File: src/mlr_pkg.sv
// shared types and constants of the midpoint line rasterizer
package mlr_pkg;

    localparam int COORD_BITS    = 10;
    localparam int DEC_BITS      = COORD_BITS + 4;
    localparam int CMDQ_DEPTH    = 2;
    localparam int CMDQ_PTR_BITS = $clog2(CMDQ_DEPTH);

    localparam logic MODE_LOAD = 1'b0;
    localparam logic MODE_STEP = 1'b1;

    typedef logic [COORD_BITS-1:0]      t_coord;
    typedef logic signed [DEC_BITS-1:0] t_dec;

    // classified item handed from the front to the walker
    typedef struct packed {
        logic   is_load;
        t_coord x1;
        t_coord y1;
        t_coord major_end;
        t_dec   decision;
        t_dec   inc_no_step;
        t_dec   inc_with_step;
        logic   steep;
        logic   minor_down;
    } t_cmd;

endpackage

File: src/midpoint_line_rasterizer_top.sv
// top level of the midpoint line rasterizer
// input channel: push/full; an item is taken when push is high and full is low.
//   mode 0 loads a line from the two endpoints and gives no result,
//   mode 1 asks for the next pixel of the active line.
// result channel: empty/pop; pixel_x, pixel_y and last are valid while empty
//   is low, and the item leaves when pop is high.
// a step item passes the front register, the command queue and the walker
//   output register before its pixel shows.
// throughput: one item per cycle on both sides unless the receiver stalls;
//   every step is one add and compare in the walker; a load gives no pixel.
// a step with no active line, or after the last pixel, is dropped silently.
// reset empties the front register, the two-entry command queue and the
//   output register, and leaves no line active.
// when the receiver stalls, the output register holds its pixel, the walker
//   waits on the next step, the command queue fills, and full rises once the
//   front register holds a third waiting item.
module midpoint_line_rasterizer_top (
    input  logic            i_clk,
    input  logic            i_rst_n,
    input  logic            push,
    output logic            full,
    input  logic            i_mode,
    input  mlr_pkg::t_coord i_x_start,
    input  mlr_pkg::t_coord i_y_start,
    input  mlr_pkg::t_coord i_x_end,
    input  mlr_pkg::t_coord i_y_end,
    output logic            empty,
    input  logic            pop,
    output mlr_pkg::t_coord o_pixel_x,
    output mlr_pkg::t_coord o_pixel_y,
    output logic            o_last
);
    import mlr_pkg::*;

    logic cmd_wr;
    logic cmd_full;
    logic cmd_rd;
    logic cmd_empty;
    t_cmd cmd_in;
    t_cmd cmd_out;

    mlr_front u_front (
        .i_clk      (i_clk),
        .i_rst_n    (i_rst_n),
        .i_push     (push),
        .o_full     (full),
        .i_mode     (i_mode),
        .i_x_start  (i_x_start),
        .i_y_start  (i_y_start),
        .i_x_end    (i_x_end),
        .i_y_end    (i_y_end),
        .o_cmd_wr   (cmd_wr),
        .o_cmd      (cmd_in),
        .i_cmd_full (cmd_full)
    );

    mlr_cmd_fifo u_cmd_fifo (
        .i_clk   (i_clk),
        .i_rst_n (i_rst_n),
        .i_wr    (cmd_wr),
        .i_data  (cmd_in),
        .o_full  (cmd_full),
        .i_rd    (cmd_rd),
        .o_empty (cmd_empty),
        .o_data  (cmd_out)
    );

    mlr_walker u_walker (
        .i_clk       (i_clk),
        .i_rst_n     (i_rst_n),
        .i_cmd_empty (cmd_empty),
        .i_cmd       (cmd_out),
        .o_cmd_rd    (cmd_rd),
        .o_empty     (empty),
        .i_pop       (pop),
        .o_pixel_x   (o_pixel_x),
        .o_pixel_y   (o_pixel_y),
        .o_last      (o_last)
    );

endmodule

File: src/mlr_front.sv
// front stage: takes items, works out the line setup for loads
module mlr_front (
    input  logic          i_clk,
    input  logic          i_rst_n,
    input  logic          i_push,
    output logic          o_full,
    input  logic          i_mode,
    input  mlr_pkg::t_coord i_x_start,
    input  mlr_pkg::t_coord i_y_start,
    input  mlr_pkg::t_coord i_x_end,
    input  mlr_pkg::t_coord i_y_end,
    output logic          o_cmd_wr,
    output mlr_pkg::t_cmd o_cmd,
    input  logic          i_cmd_full
);
    import mlr_pkg::*;

    logic   r_vld;
    logic   r_mode;
    t_coord r_x1;
    t_coord r_y1;
    t_coord r_x2;
    t_coord r_y2;

    logic   take;
    logic   steep;
    logic   swap;
    logic   minor_down;
    t_coord sx1;
    t_coord sy1;
    t_coord sx2;
    t_coord sy2;
    t_dec   a0;
    t_dec   b0;
    t_dec   mag_a;
    t_dec   mag_b;
    t_dec   a;
    t_dec   b;
    t_dec   p;
    t_dec   q;
    t_dec   qq;

    assign o_cmd_wr = r_vld && !i_cmd_full;
    assign o_full   = r_vld && i_cmd_full;
    assign take     = i_push && !o_full;

    always_ff @(posedge i_clk) begin
        if (!i_rst_n) begin
            r_vld <= 1'b0;
        end else if (take) begin
            r_vld <= 1'b1;
        end else if (o_cmd_wr) begin
            r_vld <= 1'b0;
        end
    end

    always_ff @(posedge i_clk) begin
        if (take) begin
            r_mode <= i_mode;
            r_x1   <= i_x_start;
            r_y1   <= i_y_start;
            r_x2   <= i_x_end;
            r_y2   <= i_y_end;
        end
    end

    always_comb begin
        a0    = t_dec'(r_y1) - t_dec'(r_y2);
        b0    = t_dec'(r_x2) - t_dec'(r_x1);
        mag_a = a0[DEC_BITS-1] ? -a0 : a0;
        mag_b = b0[DEC_BITS-1] ? -b0 : b0;
        // equal magnitudes count as shallow
        steep = mag_a > mag_b;
        swap  = steep ? (r_y1 > r_y2) : (r_x1 > r_x2);
        sx1   = swap ? r_x2 : r_x1;
        sy1   = swap ? r_y2 : r_y1;
        sx2   = swap ? r_x1 : r_x2;
        sy2   = swap ? r_y1 : r_y2;
        a     = t_dec'(sy1) - t_dec'(sy2);
        b     = t_dec'(sx2) - t_dec'(sx1);
        minor_down = steep ? (sx1 > sx2) : (sy1 > sy2);
        // p drives the no-step increment, q the minor-axis term
        p     = steep ? b : a;
        q     = steep ? a : b;
        qq    = minor_down ? -q : q;

        o_cmd.is_load       = (r_mode == MODE_LOAD);
        o_cmd.x1            = sx1;
        o_cmd.y1            = sy1;
        o_cmd.major_end     = steep ? sy2 : sx2;
        o_cmd.decision      = (p <<< 1) + qq;
        o_cmd.inc_no_step   = p <<< 1;
        o_cmd.inc_with_step = (p + qq) <<< 1;
        o_cmd.steep         = steep;
        o_cmd.minor_down    = minor_down;
    end

endmodule

File: src/mlr_cmd_fifo.sv
// short queue of classified items between the front and the walker
module mlr_cmd_fifo (
    input  logic          i_clk,
    input  logic          i_rst_n,
    input  logic          i_wr,
    input  mlr_pkg::t_cmd i_data,
    output logic          o_full,
    input  logic          i_rd,
    output logic          o_empty,
    output mlr_pkg::t_cmd o_data
);
    import mlr_pkg::*;

    t_cmd                     r_mem [CMDQ_DEPTH];
    logic [CMDQ_PTR_BITS-1:0] r_wptr;
    logic [CMDQ_PTR_BITS-1:0] r_rptr;
    logic [CMDQ_PTR_BITS:0]   r_cnt;
    logic                     do_wr;
    logic                     do_rd;

    assign o_full  = (r_cnt == (CMDQ_PTR_BITS+1)'(CMDQ_DEPTH));
    assign o_empty = (r_cnt == '0);
    assign do_wr   = i_wr && !o_full;
    assign do_rd   = i_rd && !o_empty;
    assign o_data  = r_mem[r_rptr];

    always_ff @(posedge i_clk) begin
        if (do_wr) begin
            r_mem[r_wptr] <= i_data;
        end
    end

    always_ff @(posedge i_clk) begin
        if (!i_rst_n) begin
            r_wptr <= '0;
            r_rptr <= '0;
            r_cnt  <= '0;
        end else begin
            if (do_wr) begin
                r_wptr <= r_wptr + 1'b1;
            end
            if (do_rd) begin
                r_rptr <= r_rptr + 1'b1;
            end
            if (do_wr && !do_rd) begin
                r_cnt <= r_cnt + 1'b1;
            end else if (do_rd && !do_wr) begin
                r_cnt <= r_cnt - 1'b1;
            end
        end
    end

endmodule

File: src/mlr_walker.sv
// back stage: holds the line state, walks one pixel per step item while a line is active
module mlr_walker (
    input  logic            i_clk,
    input  logic            i_rst_n,
    input  logic            i_cmd_empty,
    input  mlr_pkg::t_cmd   i_cmd,
    output logic            o_cmd_rd,
    output logic            o_empty,
    input  logic            i_pop,
    output mlr_pkg::t_coord o_pixel_x,
    output mlr_pkg::t_coord o_pixel_y,
    output logic            o_last
);
    import mlr_pkg::*;

    t_coord r_cur_x;
    t_coord r_cur_y;
    t_coord r_major_end;
    t_dec   r_dec;
    t_dec   r_inc_no;
    t_dec   r_inc_with;
    logic   r_steep;
    logic   r_minor_down;
    logic   r_active;
    logic   r_out_vld;
    t_coord r_out_x;
    t_coord r_out_y;
    logic   r_out_last;

    logic   out_free;
    logic   emit;
    logic   is_last;
    logic   dec_pos;
    logic   move_minor;
    t_coord minor_cur;
    t_coord n_minor;
    t_coord n_major;

    assign out_free = !r_out_vld || i_pop;
    // a step with no active line is dropped without needing output space
    assign o_cmd_rd = !i_cmd_empty && (i_cmd.is_load || !r_active || out_free);
    assign emit     = o_cmd_rd && !i_cmd.is_load && r_active;

    assign o_empty   = !r_out_vld;
    assign o_pixel_x = r_out_x;
    assign o_pixel_y = r_out_y;
    assign o_last    = r_out_last;

    always_comb begin
        is_last   = ((r_steep ? r_cur_y : r_cur_x) == r_major_end);
        dec_pos   = !r_dec[DEC_BITS-1] && (r_dec != '0);
        // steep rising and shallow falling step on a positive decision
        move_minor = (r_steep ^ r_minor_down) ? dec_pos : r_dec[DEC_BITS-1];
        minor_cur = r_steep ? r_cur_x : r_cur_y;
        if (move_minor) begin
            n_minor = r_minor_down ? minor_cur - COORD_BITS'(1) : minor_cur + COORD_BITS'(1);
        end else begin
            n_minor = minor_cur;
        end
        n_major = (r_steep ? r_cur_y : r_cur_x) + COORD_BITS'(1);
    end

    always_ff @(posedge i_clk) begin
        if (!i_rst_n) begin
            r_cur_x      <= '0;
            r_cur_y      <= '0;
            r_major_end  <= '0;
            r_dec        <= '0;
            r_inc_no     <= '0;
            r_inc_with   <= '0;
            r_steep      <= 1'b0;
            r_minor_down <= 1'b0;
            r_active     <= 1'b0;
        end else if (o_cmd_rd && i_cmd.is_load) begin
            r_cur_x      <= i_cmd.x1;
            r_cur_y      <= i_cmd.y1;
            r_major_end  <= i_cmd.major_end;
            r_dec        <= i_cmd.decision;
            r_inc_no     <= i_cmd.inc_no_step;
            r_inc_with   <= i_cmd.inc_with_step;
            r_steep      <= i_cmd.steep;
            r_minor_down <= i_cmd.minor_down;
            r_active     <= 1'b1;
        end else if (emit) begin
            if (is_last) begin
                r_active <= 1'b0;
            end else begin
                r_dec   <= r_dec + (move_minor ? r_inc_with : r_inc_no);
                r_cur_x <= r_steep ? n_minor : n_major;
                r_cur_y <= r_steep ? n_major : n_minor;
            end
        end
    end

    always_ff @(posedge i_clk) begin
        if (!i_rst_n) begin
            r_out_vld <= 1'b0;
        end else if (emit) begin
            r_out_vld <= 1'b1;
        end else if (i_pop) begin
            r_out_vld <= 1'b0;
        end
    end

    always_ff @(posedge i_clk) begin
        if (emit) begin
            r_out_x    <= r_cur_x;
            r_out_y    <= r_cur_y;
            r_out_last <= is_last;
        end
    end

endmodule
File: config.mk
export PLATFORM = sky130hd
export DESIGN_NAME = midpoint_line_rasterizer_top
export DESIGN_NICKNAME = d
export VERILOG_FILES = /design/src/mlr_pkg.sv /design/src/midpoint_line_rasterizer_top.sv /design/src/mlr_front.sv /design/src/mlr_cmd_fifo.sv /design/src/mlr_walker.sv
export SDC_FILE = /design/constraint.sdc
export NUM_CORES = 1
export LEC_CHECK = 0
export BUFFER_PORTS_ARGS = -buffer_cell sky130_fd_sc_hd__buf_4
export CAP_MARGIN = 20
export CORE_MARGIN = 2
export CORE_UTILIZATION = 30
export DETAILED_ROUTE_END_ITERATION = 7
export PLACE_DENSITY_LB_ADDON = 0.05
export SYNTH_ARGS = -nofsm -noshare
export SYNTH_HDL_FRONTEND = slang
export SYNTH_SLANG_ARGS = --single-unit
File: constraint.sdc
create_clock -name i_clk -period 12.5 [get_ports i_clk]
set_input_delay 1.25 -clock i_clk [delete_from_list [all_inputs] [get_ports i_clk]]
set_output_delay 1.25 -clock i_clk [all_outputs]
set_load 0.1 [all_outputs]
==> flow_summary.json <==
{
  "first_pass_iters": 5,
  "cts_buffer_depth": 3,
  "whs_ps": 492,
  "power.leakage_nw": 7.65,
  "startpoint": "u_front.r_x2[0]$_DFFE_PP_",
  "hold_violations": 0,
  "ios": 68,
  "yosysWarnings": 0,
  "synthMuxAreaShare_pct": 8.95,
  "synth.most_common_cell": "edfxtp_1",
  "tns_ps": 0,
  "p_total_mw": 4.96,
  "grt_pass1_vias": 11500,
  "multi_input_area_um2": 8290,
  "hp-start": "u_walker.r_active$_SDFFE_PN0P_",
  "crit_type": "register to register",
  "crit_fanout": 31,
  "drive_above_1_share_pct": 12.7,
  "finalNonFillerCells": 2332,
  "post_cts_buffers": 0,
  "die_area_um2": 57100,
  "path_clk_slew_ps": 60,
  "drv_cap": 0,
  "dp_hpwl_um": 34100,
  "fin_crit_sh_pct": 83.5,
  "cts-htree-levels": 2,
  "cts_resized": 0,
  "wl_per_cell_um": 20.1,
  "r2r_slack_ps": 2060,
  "critPathLaunchType": "register",
  "synthAdderAreaFrac_pct": 7.15,
  "postRouteWirelength_um": 46800,
  "slew_violations": 0,
  "synth_area_per_cell_um2": 10.7,
  "port_buffers": 67,
  "cts.sinks": 282,
  "slowest_delay_ps": 720,
  "numCtsBuffers": 36,
  "critPathRequiredTime_ps": 12850,
  "ys_ff_latch": 282,
  "synth_top_family_by_area": "compound AO/OA/AOI/OAI gates",
  "postPlaceCellArea_um2": 17800,
  "synth_common_cells": "edfxtp_1, nand2_1, mux2i_1",
  "arrival_ps": 10790,
  "synth_area_um2": 16600,
  "yosys.area_share.simple_pct": 11.3,
  "cts_hold_buf": 0,
  "antenna_found_initial": 0,
  "worstReg2RegStart": "u_front.r_x2[0]$_DFFE_PP_",
  "grt_max_degree": 81,
  "synth_edf_count": 204,
  "ys_async_sr_fraction_pct": 0,
  "gp_congestion": 0.832,
  "rsz0062_at_grt": "false",
  "crit_path_frequent_cell": "a21oi_1",
  "start_util_pct": 30.2,
  "fp.dieH_um": 239,
  "synth_area_leader_cell": "edfxtp_1",
  "cts_root_buf": "clkbuf_16",
  "netlist_top_cells_area": "edfxtp_1, dfxtp_1, ha_1",
  "final_area_um2": 19000,
  "grt_pass1_wl_um": 71700,
  "insertion_delay_ps": 540,
  "synth_compound_area_share_pct": 16.3,
  "drcViolationCount": 0,
  "ir_drop_mv": 0.132,
  "dpl.cell_count": 2266,
  "nNetsFinal": 1736,
  "report.final.setup_viol": 0,
  "row_count": 86,
  "fillCellCount": 5531,
  "yosys_most_used_dff": "edfxtp_1",
  "synthXorXnorAreaFrac_pct": 6.08,
  "syn2layout_area_growth_pct": 14.6,
  "timing.fmax_mhz": 95.8,
  "drtIter0Drc": 746,
  "hp-class": "register to register",
  "cts_tree": "done",
  "yosysSeqAreaShare_pct": 46.4,
  "track_usage_pct": 16.6,
  "synth_cell_types": 87,
  "gr-total-overflow": 0,
  "cpMaxStageDelayCell": "nand2_2",
  "via_count": 11700,
  "fin_skew_ps": 18.2,
  "die_x_um": 239,
  "status": "finished clean",
  "vias_per_cell": 5.00,
  "fp.coreArea_um2": 54900,
  "worst_setup_path_end_kind": "register",
  "final.setup.worst_slack_ps": 2060,
  "fin_crit_ps": 10440,
  "syn_inst": 1551,
  "regArea_um2": 7690,
  "pwr_density_cell_nw_per_um2": 261,
  "maxSlewHeadroom_pct": 31.6,
  "synth_top_area_share_pct": 37.0,
  "fin_util_pct": 34.6,
  "antenna_left": 0,
  "worst_pin_slew_ps": 1020,
  "dp_slack_ps": 2130
}
## final cells by class
class                           count  area share (%)
Antenna cell                        1          0.0132
Clock inverter                     18            1.08
Inverter                           81            1.60
Multi-Input combinational cell   1117            43.7
Timing Repair Buffer               82            3.24
Tap cell                          704            4.64
Clock buffer                       47            5.18
Sequential cell                   282            40.5
## logic make-up after synthesis
logic type               Yosys count
XOR/XNOR                         115
other                              2
multiplexers                     134
adder cells (fa/ha/maj)           91
AND/OR/NAND/NOR                  383
flip-flops                       282
AO/OA/AOI/OAI                    388
buffers and inverters            156
## layer usage
layer	global-route usage, %	part of all wire [%]	vias to the layer above
met5	0	0	-
met4	4.11	2.0	0
met3	2.59	3.5	50
met2	26.1	45	175
met1	23.8	50	5620
li1	-	-	5805
## critical path, delay by kind of cell (launching register included)
family | cells | cell delay (ps)
mux | 1 | 230
buf+inv | 3 | 340
simple gates | 6 | 1940
flops | 1 | 380
fa+ha+maj | 5 | 1570
compound gates | 27 | 5610
xor+xnor | 1 | 170
## flip-flops by register name, summed over array words and instances (netlist names), 2 cells and up, named ones only
register	count
u_front.r_y1	10
u_cmd_fifo.r_mem	142
u_walker.r_inc_no	11
u_front.r_x2	10
u_walker.o_pixel_y	10
u_walker.r_inc_with	13
u_walker.r_major_end	10
u_cmd_fifo.r_cnt	2
u_walker.r_dec	14
u_front.r_y2	10
u_walker.r_cur_y	10
u_walker.r_cur_x	10
u_front.r_x1	10
u_walker.o_pixel_x	10
## power by group
group	internal [mW]	switching, mW
registers	1.39	0.130
clock network	0.638	0.408
logic	0.919	1.47
total	2.95	2.01
## layout by cell type, fill, tap and decap left out, drive strengths merged, types with 7 or more instances in the layout
cell    count
nor2b      21
nand2b      9
mux2       29
o21bai     32
edfxtp    204
and3       19
nor2       75
o31ai       7
nor3       14
o211ai     11
o21a       13
clkbuf     47
clkinv     11
a31oi       7
nand2     148
nand4       8
nor4       14
buf        82
a21o       26
o211a      45
o221ai     14
inv        82
a211oi     10
dfxtp      78
a21oi      94
xor2       31
nand3      27
a22oi       8
mux2i      97
o21ai      80
xnor2      84
ha         85
and2       22
mux4        8
## path summary, 6_finish.rpt
path | end | cells past startpoint
max reg2reg | u_cmd_fifo.r_mem[0][41]$_DFFE_PP_ | 43
min reg2reg | u_walker.r_active$_SDFFE_PN0P_ | 2
max | u_cmd_fifo.r_mem[0][41]$_DFFE_PP_ | 43
min | u_walker.r_active$_SDFFE_PN0P_ | 2
Note: power is estimated with default switching activity, not from simulation.
